**src/rtl/core/hciud_pkg.sv**
```systemverilog
// ----------------------------------------------------------------------------
// hciud_pkg: shared types and constants of the H4 deframer with sleep handshake
// Result and command records, codes of the result kinds, errors, receive
// phases and power states, and the H4 and sleep-protocol byte values.
// ----------------------------------------------------------------------------
package hciud_pkg;

   localparam logic [1:0] KIND_FRAME = 2'd0;
   localparam logic [1:0] KIND_CTRL  = 2'd1;
   localparam logic [1:0] KIND_REL   = 2'd2;
   localparam logic [1:0] KIND_ERR   = 2'd3;

   localparam logic [2:0] ERR_NONE      = 3'd0;
   localparam logic [2:0] ERR_UNKNOWN   = 3'd1;
   localparam logic [2:0] ERR_TOO_LONG  = 3'd2;
   localparam logic [2:0] ERR_WAIT_FULL = 3'd3;
   localparam logic [2:0] ERR_SIGNAL    = 3'd4;

   localparam logic [2:0] PH_TYPE = 3'd0;
   localparam logic [2:0] PH_EVT  = 3'd1;
   localparam logic [2:0] PH_ACL  = 3'd2;
   localparam logic [2:0] PH_SCO  = 3'd3;
   localparam logic [2:0] PH_DATA = 3'd4;

   localparam logic [1:0] PW_ASLEEP   = 2'd0;
   localparam logic [1:0] PW_WAKING   = 2'd1;
   localparam logic [1:0] PW_AWAKE    = 2'd2;
   localparam logic [1:0] PW_SLEEPING = 2'd3;

   localparam logic [7:0] TYPE_ACL  = 8'h02;
   localparam logic [7:0] TYPE_SCO  = 8'h03;
   localparam logic [7:0] TYPE_EVT  = 8'h04;
   localparam logic [7:0] SLEEP_IND = 8'h30;
   localparam logic [7:0] SLEEP_ACK = 8'h31;
   localparam logic [7:0] WAKE_IND  = 8'h32;
   localparam logic [7:0] WAKE_ACK  = 8'h33;

   localparam logic [2:0] HDR_EVT_BYTES = 3'd2;
   localparam logic [2:0] HDR_ACL_BYTES = 3'd4;
   localparam logic [2:0] HDR_SCO_BYTES = 3'd3;

   localparam logic [15:0] MAX_FRAME_RESET = 16'd1028;

   localparam int CMDQ_DEPTH = 4;
   localparam int CMDQ_AW    = 2;
   localparam int CMDQ_CW    = 3;

   typedef struct packed {
      logic [1:0] kind;
      logic [7:0] ftype;
      logic [7:0] data;
      logic       start;
      logic       fend;
      logic [7:0] pid;
      logic [2:0] err;
   } result_type;

   // One classified input word: up to two fixed results, then an optional
   // push into the wait queue (checked first) or a drain of it (done last).
   typedef struct packed {
      logic       v0;
      logic       v1;
      result_type res0;
      result_type res1;
      logic       push;
      logic       drain;
      logic [7:0] handle;
   } cmd_type;

   function automatic result_type mk_result(input logic [1:0] kind,
                                            input logic [7:0] ftype,
                                            input logic [7:0] data,
                                            input logic       start,
                                            input logic       fend,
                                            input logic [7:0] pid,
                                            input logic [2:0] err);
      result_type r;
      r.kind  = kind;
      r.ftype = ftype;
      r.data  = data;
      r.start = start;
      r.fend  = fend;
      r.pid   = pid;
      r.err   = err;
      return r;
   endfunction

endpackage

```
**src/rtl/core/hci_uart_deframer_with_sleep_handshake_core.sv**
```systemverilog
// ----------------------------------------------------------------------------
// hci_uart_deframer_with_sleep_handshake_core: H4 deframer with sleep handshake
// Splits received UART bytes into H4 event, ACL and SCO frames and runs the
// sleep/wake handshake, holding host packets while the device sleeps.
// ----------------------------------------------------------------------------
// A request word is taken whenever the four-entry command queue has room;
// the front end classifies it and updates the receive and power state at
// once. Only the three frame type bytes leave nothing for the back end; every
// other word becomes one queued command. The back end takes a command and
// then issues its result words one at a time as the result channel takes
// them; a host packet queued while waking gives no result word unless the
// wait queue is full. On wake the wait queue is drained one released packet
// at a time, because each entry is read from the wait memory through a
// registered port before its release word is loaded. Stalls on the result
// channel hold the back end. max_frame_bytes is written through csr_we and
// csr_wdata and should only change while the block is idle.
module hci_uart_deframer_with_sleep_handshake_core #(
   parameter int WAIT_DEPTH = 16
) (
   input  logic        clock,
   input  logic        reset,
   input  logic        csr_we,
   input  logic [15:0] csr_wdata,      // max_frame_bytes
   input  logic        req_tvalid,
   output logic        req_tready,
   input  logic [15:0] req_tdata,      // rx_byte [7:0], tx_handle [15:8]
   input  logic        req_tuser,      // operation
   output logic        rsp_tvalid,
   input  logic        rsp_tready,
   // frame_type [7:0], data_byte [15:8], frame_start [16], frame_end [17],
   // packet_id [25:18], error_code [28:26], zero [31:29]
   output logic [31:0] rsp_tdata,
   output logic [1:0]  rsp_tuser,      // result_kind
   output logic        rsp_tlast       // last result of the request word
);
   import hciud_pkg::*;

   logic       fq_valid, fq_ready, qb_valid, qb_ready;
   cmd_type    fq_cmd, qb_cmd;
   result_type out_res;

   hciud_front u_front (
      .clock        (clock),
      .reset        (reset),
      .csr_we       (csr_we),
      .csr_wdata    (csr_wdata),
      .in_valid     (req_tvalid),
      .in_ready     (req_tready),
      .in_op        (req_tuser),
      .in_rx_byte   (req_tdata[7:0]),
      .in_tx_handle (req_tdata[15:8]),
      .cmd_valid    (fq_valid),
      .cmd          (fq_cmd),
      .cmd_ready    (fq_ready)
   );

   hciud_cmdq u_cmdq (
      .clock    (clock),
      .reset    (reset),
      .wr_valid (fq_valid),
      .wr_ready (fq_ready),
      .wr_cmd   (fq_cmd),
      .rd_valid (qb_valid),
      .rd_ready (qb_ready),
      .rd_cmd   (qb_cmd)
   );

   hciud_back #(
      .WAIT_DEPTH (WAIT_DEPTH)
   ) u_back (
      .clock     (clock),
      .reset     (reset),
      .cmd_valid (qb_valid),
      .cmd_ready (qb_ready),
      .cmd       (qb_cmd),
      .out_valid (rsp_tvalid),
      .out_ready (rsp_tready),
      .out_res   (out_res),
      .out_last  (rsp_tlast)
   );

   assign rsp_tuser = out_res.kind;
   assign rsp_tdata = {3'b000, out_res.err, out_res.pid, out_res.fend, out_res.start,
                       out_res.data, out_res.ftype};

endmodule

```
**src/rtl/core/hciud_front.sv**
```systemverilog
// ----------------------------------------------------------------------------
// hciud_front: deframer and power-state front end
// Classifies each input word, tracks the H4 receive phase and the power
// state, and turns the word into a command for the back end.
// ----------------------------------------------------------------------------
module hciud_front (
   input  logic                  clock,
   input  logic                  reset,
   input  logic                  csr_we,
   input  logic [15:0]           csr_wdata,
   input  logic                  in_valid,
   output logic                  in_ready,
   input  logic                  in_op,
   input  logic [7:0]            in_rx_byte,
   input  logic [7:0]            in_tx_handle,
   output logic                  cmd_valid,
   output hciud_pkg::cmd_type    cmd,
   input  logic                  cmd_ready
);
   import hciud_pkg::*;

   logic [15:0] max_frame_ff;
   logic [2:0]  phase_ff, phase_in;
   logic [15:0] bytes_left_ff, bytes_left_in;
   logic [7:0]  cur_type_ff, cur_type_in;
   logic [7:0]  hdr2_ff, hdr2_in;
   logic [2:0]  hdr_idx_ff, hdr_idx_in;
   logic [1:0]  power_ff, power_in;

   logic        accept;
   logic [2:0]  hdr_next;
   logic [2:0]  hdr_size;
   logic [15:0] size16;
   logic [15:0] frame_len;
   logic [15:0] room;
   logic        hdr_start;
   logic        has_work;

   assign in_ready = cmd_ready;
   assign accept   = in_valid && in_ready;
   assign has_work = cmd.v0 || cmd.v1 || cmd.push || cmd.drain;
   assign cmd_valid = in_valid && has_work;

   always_comb begin
      phase_in      = phase_ff;
      bytes_left_in = bytes_left_ff;
      cur_type_in   = cur_type_ff;
      hdr2_in       = hdr2_ff;
      hdr_idx_in    = hdr_idx_ff;
      power_in      = power_ff;
      cmd           = '0;
      cmd.handle    = in_tx_handle;

      hdr_next  = hdr_idx_ff + 3'd1;
      hdr_start = (hdr_idx_ff == 3'd0);
      if (phase_ff == PH_EVT) begin
         hdr_size = HDR_EVT_BYTES;
      end else if (phase_ff == PH_ACL) begin
         hdr_size = HDR_ACL_BYTES;
      end else begin
         hdr_size = HDR_SCO_BYTES;
      end
      // The length byte of event and SCO headers is the last header byte;
      // ACL carries it little-endian in the last two.
      frame_len = (phase_ff == PH_ACL) ? {in_rx_byte, hdr2_ff} : {8'h00, in_rx_byte};
      size16    = {13'd0, hdr_size};
      room      = (max_frame_ff > size16) ? (max_frame_ff - size16) : 16'd0;

      if (!in_op) begin
         priority if (phase_ff == PH_EVT || phase_ff == PH_ACL || phase_ff == PH_SCO) begin
            if (hdr_idx_ff == 3'd2) begin
               hdr2_in = in_rx_byte;
            end
            hdr_idx_in = hdr_next;
            cmd.v0 = 1'b1;
            cmd.res0 = mk_result(KIND_FRAME, cur_type_ff, in_rx_byte, hdr_start, 1'b0,
                                 8'h00, ERR_NONE);
            if (hdr_next >= hdr_size) begin
               hdr_idx_in = 3'd0;
               if (frame_len == 16'd0) begin
                  cmd.res0.fend = 1'b1;
                  phase_in      = PH_TYPE;
                  bytes_left_in = 16'd0;
               end else if (frame_len > room) begin
                  cmd.v1 = 1'b1;
                  cmd.res1 = mk_result(KIND_ERR, cur_type_ff, 8'h00, 1'b0, 1'b1,
                                       8'h00, ERR_TOO_LONG);
                  phase_in      = PH_TYPE;
                  bytes_left_in = 16'd0;
               end else begin
                  phase_in      = PH_DATA;
                  bytes_left_in = frame_len;
               end
            end
         end else if (phase_ff == PH_DATA && bytes_left_ff != 16'd0) begin
            bytes_left_in = bytes_left_ff - 16'd1;
            cmd.v0 = 1'b1;
            cmd.res0 = mk_result(KIND_FRAME, cur_type_ff, in_rx_byte, 1'b0,
                                 bytes_left_ff == 16'd1, 8'h00, ERR_NONE);
            if (bytes_left_ff == 16'd1) begin
               phase_in = PH_TYPE;
            end
         end else begin
            phase_in      = PH_TYPE;
            bytes_left_in = 16'd0;
            unique case (in_rx_byte)
               TYPE_EVT, TYPE_ACL, TYPE_SCO: begin
                  if (in_rx_byte == TYPE_EVT) begin
                     phase_in = PH_EVT;
                  end else if (in_rx_byte == TYPE_ACL) begin
                     phase_in = PH_ACL;
                  end else begin
                     phase_in = PH_SCO;
                  end
                  cur_type_in = in_rx_byte;
                  hdr_idx_in  = 3'd0;
               end
               SLEEP_IND: begin
                  cmd.v0 = (power_ff != PW_AWAKE);
                  cmd.res0 = mk_result(KIND_ERR, 8'h00, 8'h00, 1'b0, 1'b0, 8'h00,
                                       ERR_SIGNAL);
                  cmd.v1 = 1'b1;
                  cmd.res1 = mk_result(KIND_CTRL, 8'h00, SLEEP_ACK, 1'b0, 1'b0, 8'h00,
                                       ERR_NONE);
                  power_in = PW_ASLEEP;
               end
               SLEEP_ACK: begin
                  cmd.v0 = 1'b1;
                  cmd.res0 = mk_result(KIND_ERR, 8'h00, 8'h00, 1'b0, 1'b0, 8'h00,
                                       ERR_SIGNAL);
               end
               WAKE_IND: begin
                  cmd.v0 = 1'b1;
                  if (power_ff == PW_ASLEEP || power_ff == PW_WAKING) begin
                     cmd.res0 = mk_result(KIND_CTRL, 8'h00, WAKE_ACK, 1'b0, 1'b0, 8'h00,
                                          ERR_NONE);
                  end else begin
                     cmd.res0 = mk_result(KIND_ERR, 8'h00, 8'h00, 1'b0, 1'b0, 8'h00,
                                          ERR_SIGNAL);
                  end
                  cmd.drain = 1'b1;
                  power_in  = PW_AWAKE;
               end
               WAKE_ACK: begin
                  cmd.v0 = (power_ff != PW_WAKING);
                  cmd.res0 = mk_result(KIND_ERR, 8'h00, 8'h00, 1'b0, 1'b0, 8'h00,
                                       ERR_SIGNAL);
                  cmd.drain = 1'b1;
                  power_in  = PW_AWAKE;
               end
               default: begin
                  cmd.v0 = 1'b1;
                  cmd.res0 = mk_result(KIND_ERR, 8'h00, in_rx_byte, 1'b0, 1'b0, 8'h00,
                                       ERR_UNKNOWN);
               end
            endcase
         end
      end else begin
         unique case (power_ff)
            PW_AWAKE: begin
               cmd.v0 = 1'b1;
               cmd.res0 = mk_result(KIND_REL, 8'h00, 8'h00, 1'b0, 1'b0, in_tx_handle,
                                    ERR_NONE);
            end
            PW_ASLEEP: begin
               cmd.push = 1'b1;
               cmd.v0   = 1'b1;
               cmd.res0 = mk_result(KIND_CTRL, 8'h00, WAKE_IND, 1'b0, 1'b0, 8'h00,
                                    ERR_NONE);
               power_in = PW_WAKING;
            end
            PW_WAKING: begin
               cmd.push = 1'b1;
            end
            default: begin
               cmd.v0 = 1'b1;
               cmd.res0 = mk_result(KIND_ERR, 8'h00, 8'h00, 1'b0, 1'b0, 8'h00,
                                    ERR_SIGNAL);
            end
         endcase
      end
   end

   always_ff @(posedge clock) begin
      if (reset) begin
         max_frame_ff  <= MAX_FRAME_RESET;
         phase_ff      <= PH_TYPE;
         bytes_left_ff <= 16'd0;
         cur_type_ff   <= 8'h00;
         hdr_idx_ff    <= 3'd0;
         power_ff      <= PW_AWAKE;
      end else begin
         if (csr_we) begin
            max_frame_ff <= csr_wdata;
         end
         if (accept) begin
            phase_ff      <= phase_in;
            bytes_left_ff <= bytes_left_in;
            cur_type_ff   <= cur_type_in;
            hdr_idx_ff    <= hdr_idx_in;
            power_ff      <= power_in;
         end
      end
   end

   always_ff @(posedge clock) begin
      if (accept) begin
         hdr2_ff <= hdr2_in;
      end
   end

endmodule

```
**src/rtl/core/hciud_cmdq.sv**
```systemverilog
// ----------------------------------------------------------------------------
// hciud_cmdq: command queue between front and back end
// A small FIFO of classified commands so that either side can stall alone.
// ----------------------------------------------------------------------------
module hciud_cmdq (
   input  logic                clock,
   input  logic                reset,
   input  logic                wr_valid,
   output logic                wr_ready,
   input  hciud_pkg::cmd_type  wr_cmd,
   output logic                rd_valid,
   input  logic                rd_ready,
   output hciud_pkg::cmd_type  rd_cmd
);
   import hciud_pkg::*;

   cmd_type             slots [CMDQ_DEPTH];
   logic [CMDQ_AW-1:0]  wr_ptr_ff, rd_ptr_ff;
   logic [CMDQ_CW-1:0]  count_ff;
   logic                do_wr, do_rd;

   assign wr_ready = (count_ff != CMDQ_CW'(CMDQ_DEPTH));
   assign rd_valid = (count_ff != '0);
   assign do_wr    = wr_valid && wr_ready;
   assign do_rd    = rd_valid && rd_ready;
   assign rd_cmd   = slots[rd_ptr_ff];

   always_ff @(posedge clock) begin
      if (reset) begin
         wr_ptr_ff <= '0;
         rd_ptr_ff <= '0;
         count_ff  <= '0;
      end else begin
         if (do_wr) begin
            wr_ptr_ff <= wr_ptr_ff + CMDQ_AW'(1);
         end
         if (do_rd) begin
            rd_ptr_ff <= rd_ptr_ff + CMDQ_AW'(1);
         end
         if (do_wr && !do_rd) begin
            count_ff <= count_ff + CMDQ_CW'(1);
         end else if (do_rd && !do_wr) begin
            count_ff <= count_ff - CMDQ_CW'(1);
         end
      end
   end

   always_ff @(posedge clock) begin
      if (do_wr) begin
         slots[wr_ptr_ff] <= wr_cmd;
      end
   end

endmodule

```
**src/rtl/core/hciud_back.sv**
```systemverilog
// ----------------------------------------------------------------------------
// hciud_back: result sequencer and host wait queue
// Expands each command into result words, owns the FIFO of host packets held
// while the device sleeps, and drives the registered result channel.
// ----------------------------------------------------------------------------
module hciud_back #(
   parameter int WAIT_DEPTH = 16
) (
   input  logic                   clock,
   input  logic                   reset,
   input  logic                   cmd_valid,
   output logic                   cmd_ready,
   input  hciud_pkg::cmd_type     cmd,
   output logic                   out_valid,
   input  logic                   out_ready,
   output hciud_pkg::result_type  out_res,
   output logic                   out_last
);
   import hciud_pkg::*;

   localparam int WAIT_AW = $clog2(WAIT_DEPTH);
   localparam int WAIT_CW = $clog2(WAIT_DEPTH + 1);
   localparam int SUM_W   = WAIT_AW + 1;

   logic [7:0]          wait_mem [WAIT_DEPTH];
   logic [7:0]          rd_data_ff;
   logic [WAIT_AW-1:0]  head_ff, head_in, head_inc, wr_addr;
   logic [WAIT_CW-1:0]  count_ff, count_in;
   logic [SUM_W-1:0]    wr_sum;
   logic                pe3_ff, pe3_in;
   logic                v0_ff, v0_in, v1_ff, v1_in;
   logic                drain_ff, drain_in;
   logic                rd_wait_ff, rd_wait_in;
   result_type          res0_ff, res0_in, res1_ff, res1_in;
   logic                rsp_valid_ff, rsp_valid_in;
   result_type          rsp_res_ff;
   logic                rsp_last_ff;
   logic                busy, out_free, more_rel;
   logic                mem_we, mem_re, load, load_last;
   result_type          load_res;

   assign busy      = pe3_ff || v0_ff || v1_ff || drain_ff;
   assign cmd_ready = !busy;
   assign out_free  = !rsp_valid_ff || out_ready;
   assign more_rel  = drain_ff && (count_ff != '0);
   assign head_inc  = (head_ff == WAIT_AW'(WAIT_DEPTH - 1)) ? '0 : head_ff + WAIT_AW'(1);
   assign wr_sum    = SUM_W'(head_ff) + SUM_W'(count_ff);
   assign wr_addr   = (wr_sum >= SUM_W'(WAIT_DEPTH)) ? WAIT_AW'(wr_sum - SUM_W'(WAIT_DEPTH))
                                                     : WAIT_AW'(wr_sum);

   always_comb begin
      pe3_in     = pe3_ff;
      v0_in      = v0_ff;
      v1_in      = v1_ff;
      drain_in   = drain_ff;
      rd_wait_in = rd_wait_ff;
      head_in    = head_ff;
      count_in   = count_ff;
      res0_in    = res0_ff;
      res1_in    = res1_ff;
      mem_we     = 1'b0;
      mem_re     = 1'b0;
      load       = 1'b0;
      load_last  = 1'b0;
      load_res   = '0;

      priority if (!busy) begin
         if (cmd_valid) begin
            v0_in    = cmd.v0;
            v1_in    = cmd.v1;
            res0_in  = cmd.res0;
            res1_in  = cmd.res1;
            drain_in = cmd.drain;
            if (cmd.push) begin
               if (count_ff == WAIT_CW'(WAIT_DEPTH)) begin
                  pe3_in = 1'b1;
               end else begin
                  mem_we   = 1'b1;
                  count_in = count_ff + WAIT_CW'(1);
               end
            end
         end
      end else if (pe3_ff) begin
         if (out_free) begin
            load      = 1'b1;
            load_res  = mk_result(KIND_ERR, 8'h00, 8'h00, 1'b0, 1'b0, 8'h00, ERR_WAIT_FULL);
            load_last = !(v0_ff || v1_ff);
            pe3_in    = 1'b0;
         end
      end else if (v0_ff) begin
         if (out_free) begin
            load      = 1'b1;
            load_res  = res0_ff;
            load_last = !v1_ff && !more_rel;
            v0_in     = 1'b0;
         end
      end else if (v1_ff) begin
         if (out_free) begin
            load      = 1'b1;
            load_res  = res1_ff;
            load_last = !more_rel;
            v1_in     = 1'b0;
         end
      end else begin
         // Drain: each release first reads the head entry into rd_data_ff.
         if (count_ff == '0) begin
            drain_in = 1'b0;
            head_in  = '0;
         end else if (!rd_wait_ff) begin
            mem_re     = 1'b1;
            rd_wait_in = 1'b1;
         end else if (out_free) begin
            load       = 1'b1;
            load_res   = mk_result(KIND_REL, 8'h00, 8'h00, 1'b0, 1'b0, rd_data_ff, ERR_NONE);
            load_last  = (count_ff == WAIT_CW'(1));
            count_in   = count_ff - WAIT_CW'(1);
            rd_wait_in = 1'b0;
            if (count_ff == WAIT_CW'(1)) begin
               head_in  = '0;
               drain_in = 1'b0;
            end else begin
               head_in = head_inc;
            end
         end
      end

      if (load) begin
         rsp_valid_in = 1'b1;
      end else if (out_ready) begin
         rsp_valid_in = 1'b0;
      end else begin
         rsp_valid_in = rsp_valid_ff;
      end
   end

   always_ff @(posedge clock) begin
      if (reset) begin
         pe3_ff       <= 1'b0;
         v0_ff        <= 1'b0;
         v1_ff        <= 1'b0;
         drain_ff     <= 1'b0;
         rd_wait_ff   <= 1'b0;
         head_ff      <= '0;
         count_ff     <= '0;
         rsp_valid_ff <= 1'b0;
      end else begin
         pe3_ff       <= pe3_in;
         v0_ff        <= v0_in;
         v1_ff        <= v1_in;
         drain_ff     <= drain_in;
         rd_wait_ff   <= rd_wait_in;
         head_ff      <= head_in;
         count_ff     <= count_in;
         rsp_valid_ff <= rsp_valid_in;
      end
   end

   always_ff @(posedge clock) begin
      res0_ff <= res0_in;
      res1_ff <= res1_in;
      if (load) begin
         rsp_res_ff  <= load_res;
         rsp_last_ff <= load_last;
      end
   end

   always_ff @(posedge clock) begin
      if (mem_we) begin
         wait_mem[wr_addr] <= cmd.handle;
      end
      if (mem_re) begin
         rd_data_ff <= wait_mem[head_ff];
      end
   end

   assign out_valid = rsp_valid_ff;
   assign out_res   = rsp_res_ff;
   assign out_last  = rsp_last_ff;

   a_count_bound: assert property (@(posedge clock) disable iff (reset)
      count_ff <= WAIT_CW'(WAIT_DEPTH))
      else $error("wait queue count above its depth");

   a_full_error: assert property (@(posedge clock) disable iff (reset)
      pe3_ff |-> (count_ff == WAIT_CW'(WAIT_DEPTH)))
      else $error("queue-full error pending while the wait queue has room");

   a_read_in_drain: assert property (@(posedge clock) disable iff (reset)
      rd_wait_ff |-> (drain_ff && !pe3_ff && !v0_ff && !v1_ff))
      else $error("wait queue read outstanding outside a drain");

   a_head_rewind: assert property (@(posedge clock) disable iff (reset)
      $fell(drain_ff) |-> (head_ff == '0 && count_ff == '0))
      else $error("drain ended with the wait queue not empty or not rewound");

endmodule
```
**config.mk**
```make
export PLATFORM = sky130hd
export DESIGN_NAME = hci_uart_deframer_with_sleep_handshake_core
export DESIGN_NICKNAME = d
export VERILOG_FILES = /design/src/rtl/core/hciud_pkg.sv /design/src/rtl/core/hci_uart_deframer_with_sleep_handshake_core.sv /design/src/rtl/core/hciud_front.sv /design/src/rtl/core/hciud_cmdq.sv /design/src/rtl/core/hciud_back.sv
export SDC_FILE = /design/constraint.sdc
export NUM_CORES = 1
export LEC_CHECK = 0
export BUFFER_PORTS_ARGS = -buffer_cell sky130_fd_sc_hd__buf_2
export CAP_MARGIN = 40
export CORE_ASPECT_RATIO = 2
export CORE_UTILIZATION = 56
export DETAILED_ROUTE_END_ITERATION = 10
export PLACE_DENSITY = 0.76
export SYNTH_ARGS = -nofsm -noshare
export SYNTH_HDL_FRONTEND = slang
export SYNTH_SLANG_ARGS = --single-unit
```
**constraint.sdc**
```tcl
create_clock -name clock -period 4.2 [get_ports clock]
set_input_delay 0 -clock clock [delete_from_list [all_inputs] [get_ports clock]]
set_output_delay 0 -clock clock [all_outputs]
set_load 0.02 [all_outputs]
```
* Word level (Yosys, flattened, before mapping)
Memory sizes are Yosys's and may differ from the RTL's. A register that Yosys moved wholly into a read port is not among the register bits.
Cells that the tools add are included.
** Operators by class
- Add/sub/neg operators :: 12
- $mul :: 0
- Div/mod/pow operators :: 0
- Order comparisons :: 4
- Equality and inequality tests :: 37
- Shift-type cells :: 0
- Multiplexer cells :: 143
- Bitwise logic cells :: 8
- Reductions and logical operators :: 61
** Operators with widths (number)
- $mux W31 :: 16
- $pmux W31 S3 :: 2
- $mux W16 :: 7
- $mux W1 :: 75
- $mux W64 :: 1
- $mux W30 :: 2
- $mux W5 :: 10
- $mux W3 :: 15
- $eq A8 B6 Y1 const B :: 4
- $mux W4 :: 6
- $ne A2 B2 Y1 const B :: 9
- $eq A16 B1 Y1 const B :: 1
- $eq A8 B2 Y1 const B :: 2
- $gt A16 B16 Y1 :: 1
- $gt A16 B3 Y1 :: 1
- $logic_not A16 Y1 :: 1
- $reduce_bool A16 Y1 :: 1
- $reduce_bool A2 Y1 :: 8
- $sub A16 B1 Y16 const B :: 1
- $sub A16 B3 Y16 :: 1
- $reduce_and A5 Y1 :: 3
- $mux W2 :: 7
- $reduce_and A4 Y1 :: 3
- $logic_or A1 B1 Y1 :: 11
- other kinds (39) :: 77
** Storage, ports and cells
- Register bits after elaboration :: 172
- Latch bits :: 0
- Memory bits (writable) :: 424
- Bits in read-only memories :: 0
- Memories kept :: 2
** Memories
- u_cmdq.slots :: words 4, bits a word 74, rd ports 1, clocked after memory_dff 1, write ports 1, line hciud_cmdq.sv:17 : cmd_type slots [CMDQ_DEPTH];
- u_back.wait_mem :: words 16, bits a word 8, rd ports 1, clocked after memory_dff 1, write ports 1, line hciud_back.sv:25 : logic [7:0] wait_mem [WAIT_DEPTH];

* Longest topological paths before layout
Gate-level depths: netlist of run 1.
- Word-level depth :: 20
- Depth in mapped cells :: 20
- Mapped depth without buffers :: 19

* Cells and area by module
From an unflattened synthesis of run 1, not the netlist that was laid out.
** Unflattened totals
- Cells, all modules :: 1510
- Area total of the unflattened synthesis :: 25416.9 um^2
** By module, submodules not included
- hciud_cmdq :: instances 1, cells an instance 434, area an instance 11145.7 um^2, seq. area each 9068.7 um^2
- hciud_back :: instances 1, cells an instance 519, area an instance 9824.4 um^2, seq. area each 7206.9 um^2
- hciud_front :: instances 1, cells an instance 553, area an instance 4420.5 um^2, seq. area each 1201.2 um^2
- hci_uart_deframer_with_sleep_handshake_core :: instances 1, cells an instance 4, area an instance 26.3 um^2, seq. area each 0.0 um^2

* Least setup slack after synthesis of run 1
No wires, ideal clock.
- Path type :: reg2reg
- From :: register u_front.phase_ff[2]
- To :: memory u_cmdq.slots[0][31] in the netlist's numbering, data pin
- Library setup time :: 148 ps
- Data arrival time :: 4124 ps
- Data required time :: 4052 ps
- Setup slack :: -72 ps
- Stages on the path, launching flop included :: 19
- Buffers on the path :: 1
- Cell sequence :: dfxtp_1 > nor3b_2 > inv_1 > buf_2 > xnor2_1 > ha_1 > a21o_1 > a211oi_1 > nand2_1 > nor4_1 > xor2_1 > nand2_1 > ha_1 > nand4_1 > nor4_1 > a221o_1 > nand2_1 > nor3_1 > and2_1
** RTL lines
- start, declared :: line hciud_front.sv:23 : logic [2:0] phase_ff, phase_in;
- start signal, assigned :: line hciud_front.sv:197 : phase_ff <= phase_in;
- end, declared :: line hciud_cmdq.sv:17

* Worst setup path in the final report of run 1
- From :: register u_front.max_frame_ff[8]
- To :: register u_front.bytes_left_ff[10]
** On the way
- Longest elaborated chain between the ends :: 7
** Ends and longest elaborated chain
- start, declared :: line hciud_front.sv:22 : logic [15:0] max_frame_ff;
- start signal, assigned :: line hciud_front.sv:194 : max_frame_ff <= csr_wdata;
- $sub A16 B3 Y16 / $gt A16 B3 Y1 (equally long branches) :: line hciud_front.sv:67 : room = (max_frame_ff > size16) ? (max_frame_ff - size16) : 16'd0;
- $mux W16 * :: line hciud_front.sv:67
- $gt A16 B16 Y1 * :: line hciud_front.sv:84 : end else if (frame_len > room) begin
- $mux W16 * :: line hciud_front.sv:84
- $mux W16 * :: line hciud_front.sv:80 : if (frame_len == 16'd0) begin
- $mux W16 * :: line hciud_front.sv:78 : if (hdr_next >= hdr_size) begin
- $mux W16 * :: line hciud_front.sv:70 : priority if (phase_ff == PH_EVT || phase_ff == PH_ACL || phase_ff == PH_SCO) begin
- end signal, assigned :: line hciud_front.sv:198 : bytes_left_ff <= bytes_left_in;
- end, declared :: line hciud_front.sv:24 : logic [15:0] bytes_left_ff, bytes_left_in;
Mark *: on every way between the ends. The rest lies on a longest branch, timed or not. The select of a mux whose other input is x is not followed.
A chain may end at the register's enable or synchronous reset.

==> results of run 1 <==
[Yosys cell counts, drive strengths merged (7+ instances only)]
cell type and n:
and2 44, buf 23, nor4 13, ha 43, inv 20, mux4 92
a21oi 57, nor2 121, and3 14, or3 10, nor2b 10, a31oi 11
o21ai 29, dfxtp 72, mux2i 33, nand4 11, xor2 18, nand2 98
clkbuf 42, xnor2 15, a22oi 11, nor3 22, or4 7, edfxtp 425
nand3 15
[worst paths after layout]
check | from | endpoint | slack, ns | depth (start not counted)
max reg2reg | u_front.max_frame_ff[8] | u_front.bytes_left_ff[10] | 0.06 | 15
min | csr_we | u_front.max_frame_ff[2] | 0.08 | 3
min reg2reg | u_front.cur_type_ff[4] | u_front.cur_type_ff[4] | 0.48 | 1
max | u_front.max_frame_ff[8] | u_front.bytes_left_ff[10] | 0.06 | 15
[what timing repair did]
| action | 4_1_cts | 5_1_grt |
|---|---|---|
| buffers inserted | 0 | 5 |
| resized for setup | 1 | 22 |
| gates cloned | 0 | 1 |
| endpoints found under the hold margin | 123 | 0 |
| setup endpoints to repair | 4 | 57 |
| pin swaps | 0 | 15 |
| hold buffers | 62 | 0 |
[cell families (layout without fill, tap and decap cells)]
group / Yosys count / in the layout
xor+xnor: 33 / 33
simple gates: 390 / 390
other cells: 1 / 3
fa+ha+maj: 46 / 46
mux: 126 / 126
compound gates: 147 / 147
flops: 497 / 497
buf+inv: 85 / 269
[critical path: cells and delay by family (launching register included)]
kind,cells,cell delay (ns)
compound gates,5,1.20
fa+ha+maj,1,0.27
buf+inv,3,0.49
flops,1,0.38
mux,1,0.15
simple gates,5,1.58
[cell usage in the layout, fill, tap and decap left out, types with 4 or more instances in the layout]
master / netlist / layout
nor3_1: 20 / 18
a21o_1: 4 / 4
nand2b_1: 5 / 5
edfxtp_1: 425 / 425
nor2b_1: 10 / 9
mux2i_1: 33 / 33
xor2_1: 18 / 18
dlygate4sd3_1: 0 / 62
clkbuf_1: 42 / 6
nand3_1: 15 / 15
or4_1: 6 / 6
ha_1: 43 / 41
xnor2_1: 15 / 15
a21oi_1: 56 / 53
nand4_1: 11 / 11
buf_2: 10 / 72
mux4_2: 92 / 92
and3_1: 14 / 14
bufinv_16: 0 / 7
nand2_1: 97 / 95
inv_1: 20 / 19
and2_1: 44 / 39
clkinv_2: 0 / 4
a31oi_1: 11 / 11
o21ai_0: 27 / 27
clkinv_1: 0 / 6
a211o_1: 4 / 4
nor4_1: 12 / 10
nor2_1: 121 / 121
or3_1: 10 / 10
a21oi_2: 1 / 4
a22oi_1: 11 / 11
buf_4: 3 / 36
dfxtp_1: 72 / 67
inv_6: 0 / 5
clkbuf_16: 0 / 43
[layout make-up]
type | count | share of cell area, %
flip-flops and latches | 497 | 59.4
multi-input cells | 745 | 26.3
repair buffers | 173 | 5.48
inverters | 20 | 0.314
well taps | 454 | 2.38
clock inverters | 25 | 1.35
clock buffers | 51 | 4.71
[layer usage]
metal | wire length (um) | GRT usage, %
met5 | 0 | 0
met3 | 1840 | 2.88
met1 | 15300 | 25.3
met4 | 2890 | 15.2
met2 | 25100 | 46.3
[power by group through the flow]
stage	Combinational (mW)	Clock, mW	Sequential, mW
6_report	3.37	4.09	6.82
5_1_grt	3.64	4.29	6.90
4_1_cts	3.39	4.13	6.83
3_5_place_dp	3.33	0	6.93
3_3_place_gp	3.25	0	6.89
2_1_floorplan	2.14	0	7.03
[registers in the layout, indices dropped and copies added, names as in the netlist, 11 cells and up, named ones only]
name	cells
u_back.res0_ff	30
u_front.max_frame_ff	16
u_back.out_res	31
u_back.wait_mem	128
u_front.bytes_left_ff	16
u_cmdq.slots	208
u_back.res1_ff	11
[metrics by stage]
step                      hold slack [ns]  cell area (um^2)
after global placement              0.206             21700
final                              0.0815             23900
after detailed placement            0.215             21700
after floorplan                    0.0989             20700
after global routing               0.0929             23900
after CTS                         0.00627             23800
==> metrics.txt, run 1 <==
outcome=finished, final reports clean; CTS H-tree depth=2; ys flop type=edfxtp_1; first-pass GRT wire length=approximately 68,000 um; CTS buffer count=41; Die Span X=roughly 140 um; area occupied by multi-input gates=6300 um^2; CTS root buf=clkbuf_16; Power Internal=approximately 10 mW; worst-margin pin slew=0.916 ns; Synth Cell Area=roughly 21,000 um^2; Fillers=2,476; kind of critical path=flop to flop; Max Clk Rate=242 MHz; WP data required=about 4.7 ns; Worst path slowest cell=or4_1; RSZ-0062 raised after global routing=true; Ports=75; drt drc=0; initial antenna violation count=0; core box area=~36,000 um^2; NumNets Final=1,561; largest family of logic cells by synthesized area=multiplexers; FF+latch area=14,200 um^2; pre-CTS setup slack=-0.0255 ns; fraction of layout cells with a size suffix above 1=20.7%; worst-path maximum fanout=6; Leak Pwr=8.21 nW; most used cell, CP=buf_4; crit-path max cell delay=~0.64 ns; min Tclk post-route=4.14 ns; synth warn=0; Clock power frac=28.6%; area of the die=37,800 um^2; worst setup margin=~0.065 ns; Net Sw Power=4.13 mW; Seq pwr share=47.8%; Avg Inst Size Synth=15.6 um^2; WL/cell=roughly 23 um; final std cells w/o fill=1,965; Post-synth EDFFs=approximately 430; Max-cap violations=0; CTS tree=built; Synth Instances=1,325; PortBufs=between 70 and 80; pwr dens=roughly 600 nW/um^2; Worst-path clk slew=0.07 ns; Compound-Gate Fraction of Synth Area=~4.4%; GPL Wtd Cong=0.965; CTS Buffer Depth=3; CTS sink cnt=497; Final period util=a little over nine tenths; Final TNS setup=0 ns; Post-synth ARST share=0%; startpoint types=flop; worst hold path class=primary input to flop; # rows=99; vias=between 10,000 and 15,000; largest net degree at the start of global routing=between 50 and 60; initial core utilization=56.9%; Distinct cells, synth=73; Final Power=roughly 14 mW; top cell type's share of synthesized area=61.6%; WL final=45,200 um; Final Util=65.7%; post-DP HPWL=29,500 um; worst vdd ir=roughly 0.50 mV; mux share of post-synthesis cell area=about an eighth; placed instance count=1,822; DRT antenna net count=0; Final Max Slew Viols=0; Clk Latency, worst-skew pair=0.55 ns; critical path arrival=4.61 ns; Synth Area in XOR/XNOR=1.40%; setup violators final=0; Synth Area in Adders=~2.8%; Sw Ratio=28.9%; vias per cell=6.04; P&R area growth vs syn=15.5%; global route overflow=0; sequential area share after synthesis=68.6%; Max Clock Skew=approximately 0.024 ns; Worst Setup End Kind=flop; number of global-route vias before repair=12,400; First-pass DRT Iterations=5; Simple-Gate Fraction of Synth Area=under 10%; ANT cells=0; area leader, netlist=edfxtp_1; total track usage=24.7%; Area contributors post-synth=edfxtp_1 (62%), mux4_2 (10%), dfxtp_1 (7.0%), ha_1 (2.6%), nor2_1 (2.2%); Die H=274 um; Synth Register Bits=497; relative slew slack=a little under two fifths; Initial DRC Count=665; Final Hold Vio Count=0; crit-path cells=or4_1 -> nor4_1 -> o211ai_1 -> nor2b_2 -> mux2i_1 -> ha_1 -> nand4_1 -> buf_4 -> o221ai_1 -> a221o_1 -> buf_4 -> a2111oi_2 -> buf_4 -> nand2_1 -> a21oi_2; Logic pwr share=between 20% and 30%
Power figures use the tool's default switching activity.
==> inputs of run 2 (changes only) <==
--- a/config.mk
+++ b/config.mk
@@ -5,12 +5,15 @@
 export SDC_FILE = /design/constraint.sdc
 export NUM_CORES = 1
 export LEC_CHECK = 0
+export ABC_AREA = 1
 export BUFFER_PORTS_ARGS = -buffer_cell sky130_fd_sc_hd__buf_2
 export CAP_MARGIN = 40
 export CORE_ASPECT_RATIO = 2
+export CORE_MARGIN = 3
 export CORE_UTILIZATION = 56
 export DETAILED_ROUTE_END_ITERATION = 10
 export PLACE_DENSITY = 0.76
+export SLEW_MARGIN = 10
 export SYNTH_ARGS = -nofsm -noshare
 export SYNTH_HDL_FRONTEND = slang
 export SYNTH_SLANG_ARGS = --single-unit
==> run 2 against run 1 <==
Register-to-register slack better by 0.35 ns. Via count is 30% higher. Clock power is 4% lower. Utilization is 1.4 points lower. Wire length is 21% higher. Die area is 8.3% higher. Synthesized cell count is 50% higher. Maximum frequency is 9.4% higher.
==> metrics.txt, run 2 <==
outcome=finished, final reports clean; worst hold path class=primary input to flop; Ports=between 70 and 80; placed instance count=2,473; CTS root buf=clkbuf_16; CTS H-tree depth=2; PortBufs=~70; crit-path cells=nand3b_1 -> nand2_1 -> inv_1 -> ha_1 -> inv_1 -> ha_1 -> inv_1 -> nand2_1 -> nand2_1 -> nand2_2 -> nor2_2 -> a21oi_1 -> nand3b_1 -> ha_1 -> nand2_1 -> inv_1 -> nand3_1 -> nor2_1 -> nand2_1 -> nand2_1 -> nand2_2 -> nor3_1; Biggest register=u_cmdq.slots; area of the die=41,000 um^2; First-pass DRT Iterations=5; area leader, netlist=edfxtp_1; Hold Path End=u_front.power_ff[0]; Initial DRC Count=1,101; Max Clock Skew=0.0245 ns; first-pass GRT wire length=83,000 um; top post-synthesis cells by count=edfxtp_1 (425), nor2_1 (355), nand2_1 (229); kind of critical path=flop to flop; CTS sink cnt=497; Synth Register Bits=497; area occupied by multi-input gates=6410 um^2; top cell type's share of synthesized area=59.3%; global route overflow=0; post-DP HPWL=37,200 um; ys flop type=edfxtp_1; Final period util=90.0%; P&R area growth vs syn=13.2%; Max-cap violations=0; WL final=54,500 um; ANT cells=0; Synth Cell Area=roughly 22,000 um^2; FF+latch area=~14,000 um^2; worst setup margin=0.419 ns; Synth Instances=1,985; pwr dens=644 nW/um^2; relative slew slack=40.8%; total track usage=26.3%; WP buf/inv=4; worst-path maximum fanout=12; Post-synth EDFFs=425; CTS Buffer Depth=3; most used cell, CP=nand2_1; reg-to-reg startpoint=u_front.phase_ff[1]; WP data required=about 4.5 ns; most common cell after layout, fill and taps aside=edfxtp_1; vias per cell=5.92; drt drc=0; setup violators final=0; fraction of layout cells with a size suffix above 1=11.1%; Largest register FFs=208; Distinct cells, synth=48; Post-synth ARST share=0%; startpoint types=flop; Final Hold Vio Count=0; commonest cells after routing, fill and taps aside=edfxtp_1 (425), nor2_1 (350), nand2_1 (228), o21ai_0 (218), inv_1 (130); final std cells w/o fill=2,596; CTS buffer count=between 40 and 50; CTS tree=built; Worst path slowest cell=dfxtp_1; Die H=283 um; Worst-path clk slew=0.07 ns; synth warn=0; Avg Inst Size Synth=10.8 um^2; top cell family by delay on the critical path=simple AND/OR/NAND/NOR gates; initial core utilization=56.8%; DRT antenna net count=0; Worst Hold Launch=req_tuser; Final TNS setup=0 ns; Worst Setup End Kind=flop; finished layout cell area=24,400 um^2; Max Clk Rate=264 MHz; NumNets Final=2,183; critical path arrival=between 4 and 5 ns; R2R Setup Slk=0.42 ns; min Tclk post-route=3.78 ns; top-count cell post-synth=edfxtp_1; Fillers=about 2,800; pre-CTS setup slack=0.210 ns; WL/cell=21.0 um; Fin Hold WS=0.0807 ns; Clk Latency, worst-skew pair=0.56 ns; core box area=37,900 um^2; GPL Wtd Cong=0.932; reg2reg end=u_cmdq.slots[1][38]; crit-path max cell delay=0.51 ns; # rows=roughly 100; Die Span X=about 140 um; RSZ-0062 raised after global routing=false; Post-DP Area=22,500 um^2; largest net degree at the start of global routing=75; Final Max Slew Viols=0; vias=15,400; initial antenna violation count=0; R2R cell count=22; number of global-route vias before repair=15,500; worst-margin pin slew=0.884 ns; sequential area share after synthesis=66.0%; hold path depth=3; worst vdd ir=0.380 mV; Leak Pwr=9.13 nW; Area contributors post-synth=edfxtp_1 (59%), dfxtp_1 (6.7%), nor2_1 (6.2%), o21ai_0 (5.1%), nand2_1 (4.0%); Setup Buffers After CTS=0
==> run 2: cell types whose count changed in the layout (fill, tap and decap cells not counted), sizes merged, moves of 12 or more <==
cell | previous run | this run
nand2 | 98 | 240
nor2 | 121 | 374
nor3 | 22 | 39
o21ai | 29 | 224
o221ai | 1 | 13
and2 | 44 | 0
mux4 | 92 | 0
inv | 26 | 141
nand3 | 15 | 90
mux2i | 33 | 0
o22ai | 1 | 69
and3 | 14 | 0
dlygate4sd3 | 62 | 47
a21oi | 57 | 86
==> run 2: logic make-up after synthesis <==
kind of cell | share of synthesized area (%)
simple gates | 15.6
flops | 66.0
compound gates | 10.4
buf+inv | 4.41
fa+ha+maj | 2.69
xor+xnor | 0.855
other cells | 0.0174
==> run 2: worst register-to-register path, cell delays in order, from the launching register on <==
cell	delay [ns]
dfxtp_1	0.51
nand3b_1	0.21
nand2_1	0.08
inv_1	0.08
ha_1	0.17
inv_1	0.05
ha_1	0.18
inv_1	0.07
nand2_1	0.05
nand2_1	0.09
nand2_2	0.09
nor2_2	0.21
a21oi_1	0.10
nand3b_1	0.18
ha_1	0.30
nand2_1	0.05
inv_1	0.06
nand3_1	0.06
nor2_1	0.15
nand2_1	0.08
nand2_1	0.07
nand2_2	0.23
nor3_1	0.48
==> run 2: final cells by class <==
type                    count  share of cell area [%]
clock buffers              54                    4.41
clock inverters            22                    1.17
inverters                 144                    2.24
multi-input cells        1257                    26.3
flip-flops and latches    497                    58.3
well taps                 463                    2.38
repair buffers            159                    5.18
==> run 2: stage by stage <==
stage / util (%) / total power [mW]
2_1_floorplan: - / 9.99
3_3_place_gp: 59.1 / 11.5
3_5_place_dp: 59.4 / 11.8
4_1_cts: 64.3 / 15.7
5_1_grt: 64.3 / 16.4
6_report: 64.3 / 15.7
==> run 2: where the power goes <==
part	switching [mW]	internal [mW]	total, mW
clock network	1.76	2.15	3.91
registers	0.337	6.59	6.93
logic	3.53	1.33	4.86
==> run 2: worst max path at each step <==
stage / end / depth (start not counted) / slack [ns] / startpoint
4_1_cts: u_cmdq.slots[0][33] / 22 / 0.19 / u_front.phase_ff[1]
3_5_place_dp: u_cmdq.slots[0][33] / 22 / 0.21 / u_front.phase_ff[1]
2_1_floorplan: u_cmdq.slots[0][0] / 11 / 0.24 / u_front.bytes_left_ff[0]
3_3_place_gp: u_cmdq.slots[0][38] / 22 / 0.32 / u_front.phase_ff[1]
6_report: u_cmdq.slots[1][38] / 22 / 0.42 / u_front.phase_ff[1]
5_1_grt: u_cmdq.slots[1][38] / 22 / 0.11 / u_front.phase_ff[1]
==> run 2: routing by layer <==
metal / GRT usage [%] / routed length [um]
met5: 0 / 0
met4: 18.3 / 4250
met3: 2.94 / 2480
met2: 50.0 / 30600
met1: 25.0 / 17200
==> run 2: timing repair <==
action / in CTS / in global routing
setup endpoints to repair: 0 / 37
resized for setup: 0 / 1
hold endpoints to repair: 123 / 0
hold buffers: 47 / 0
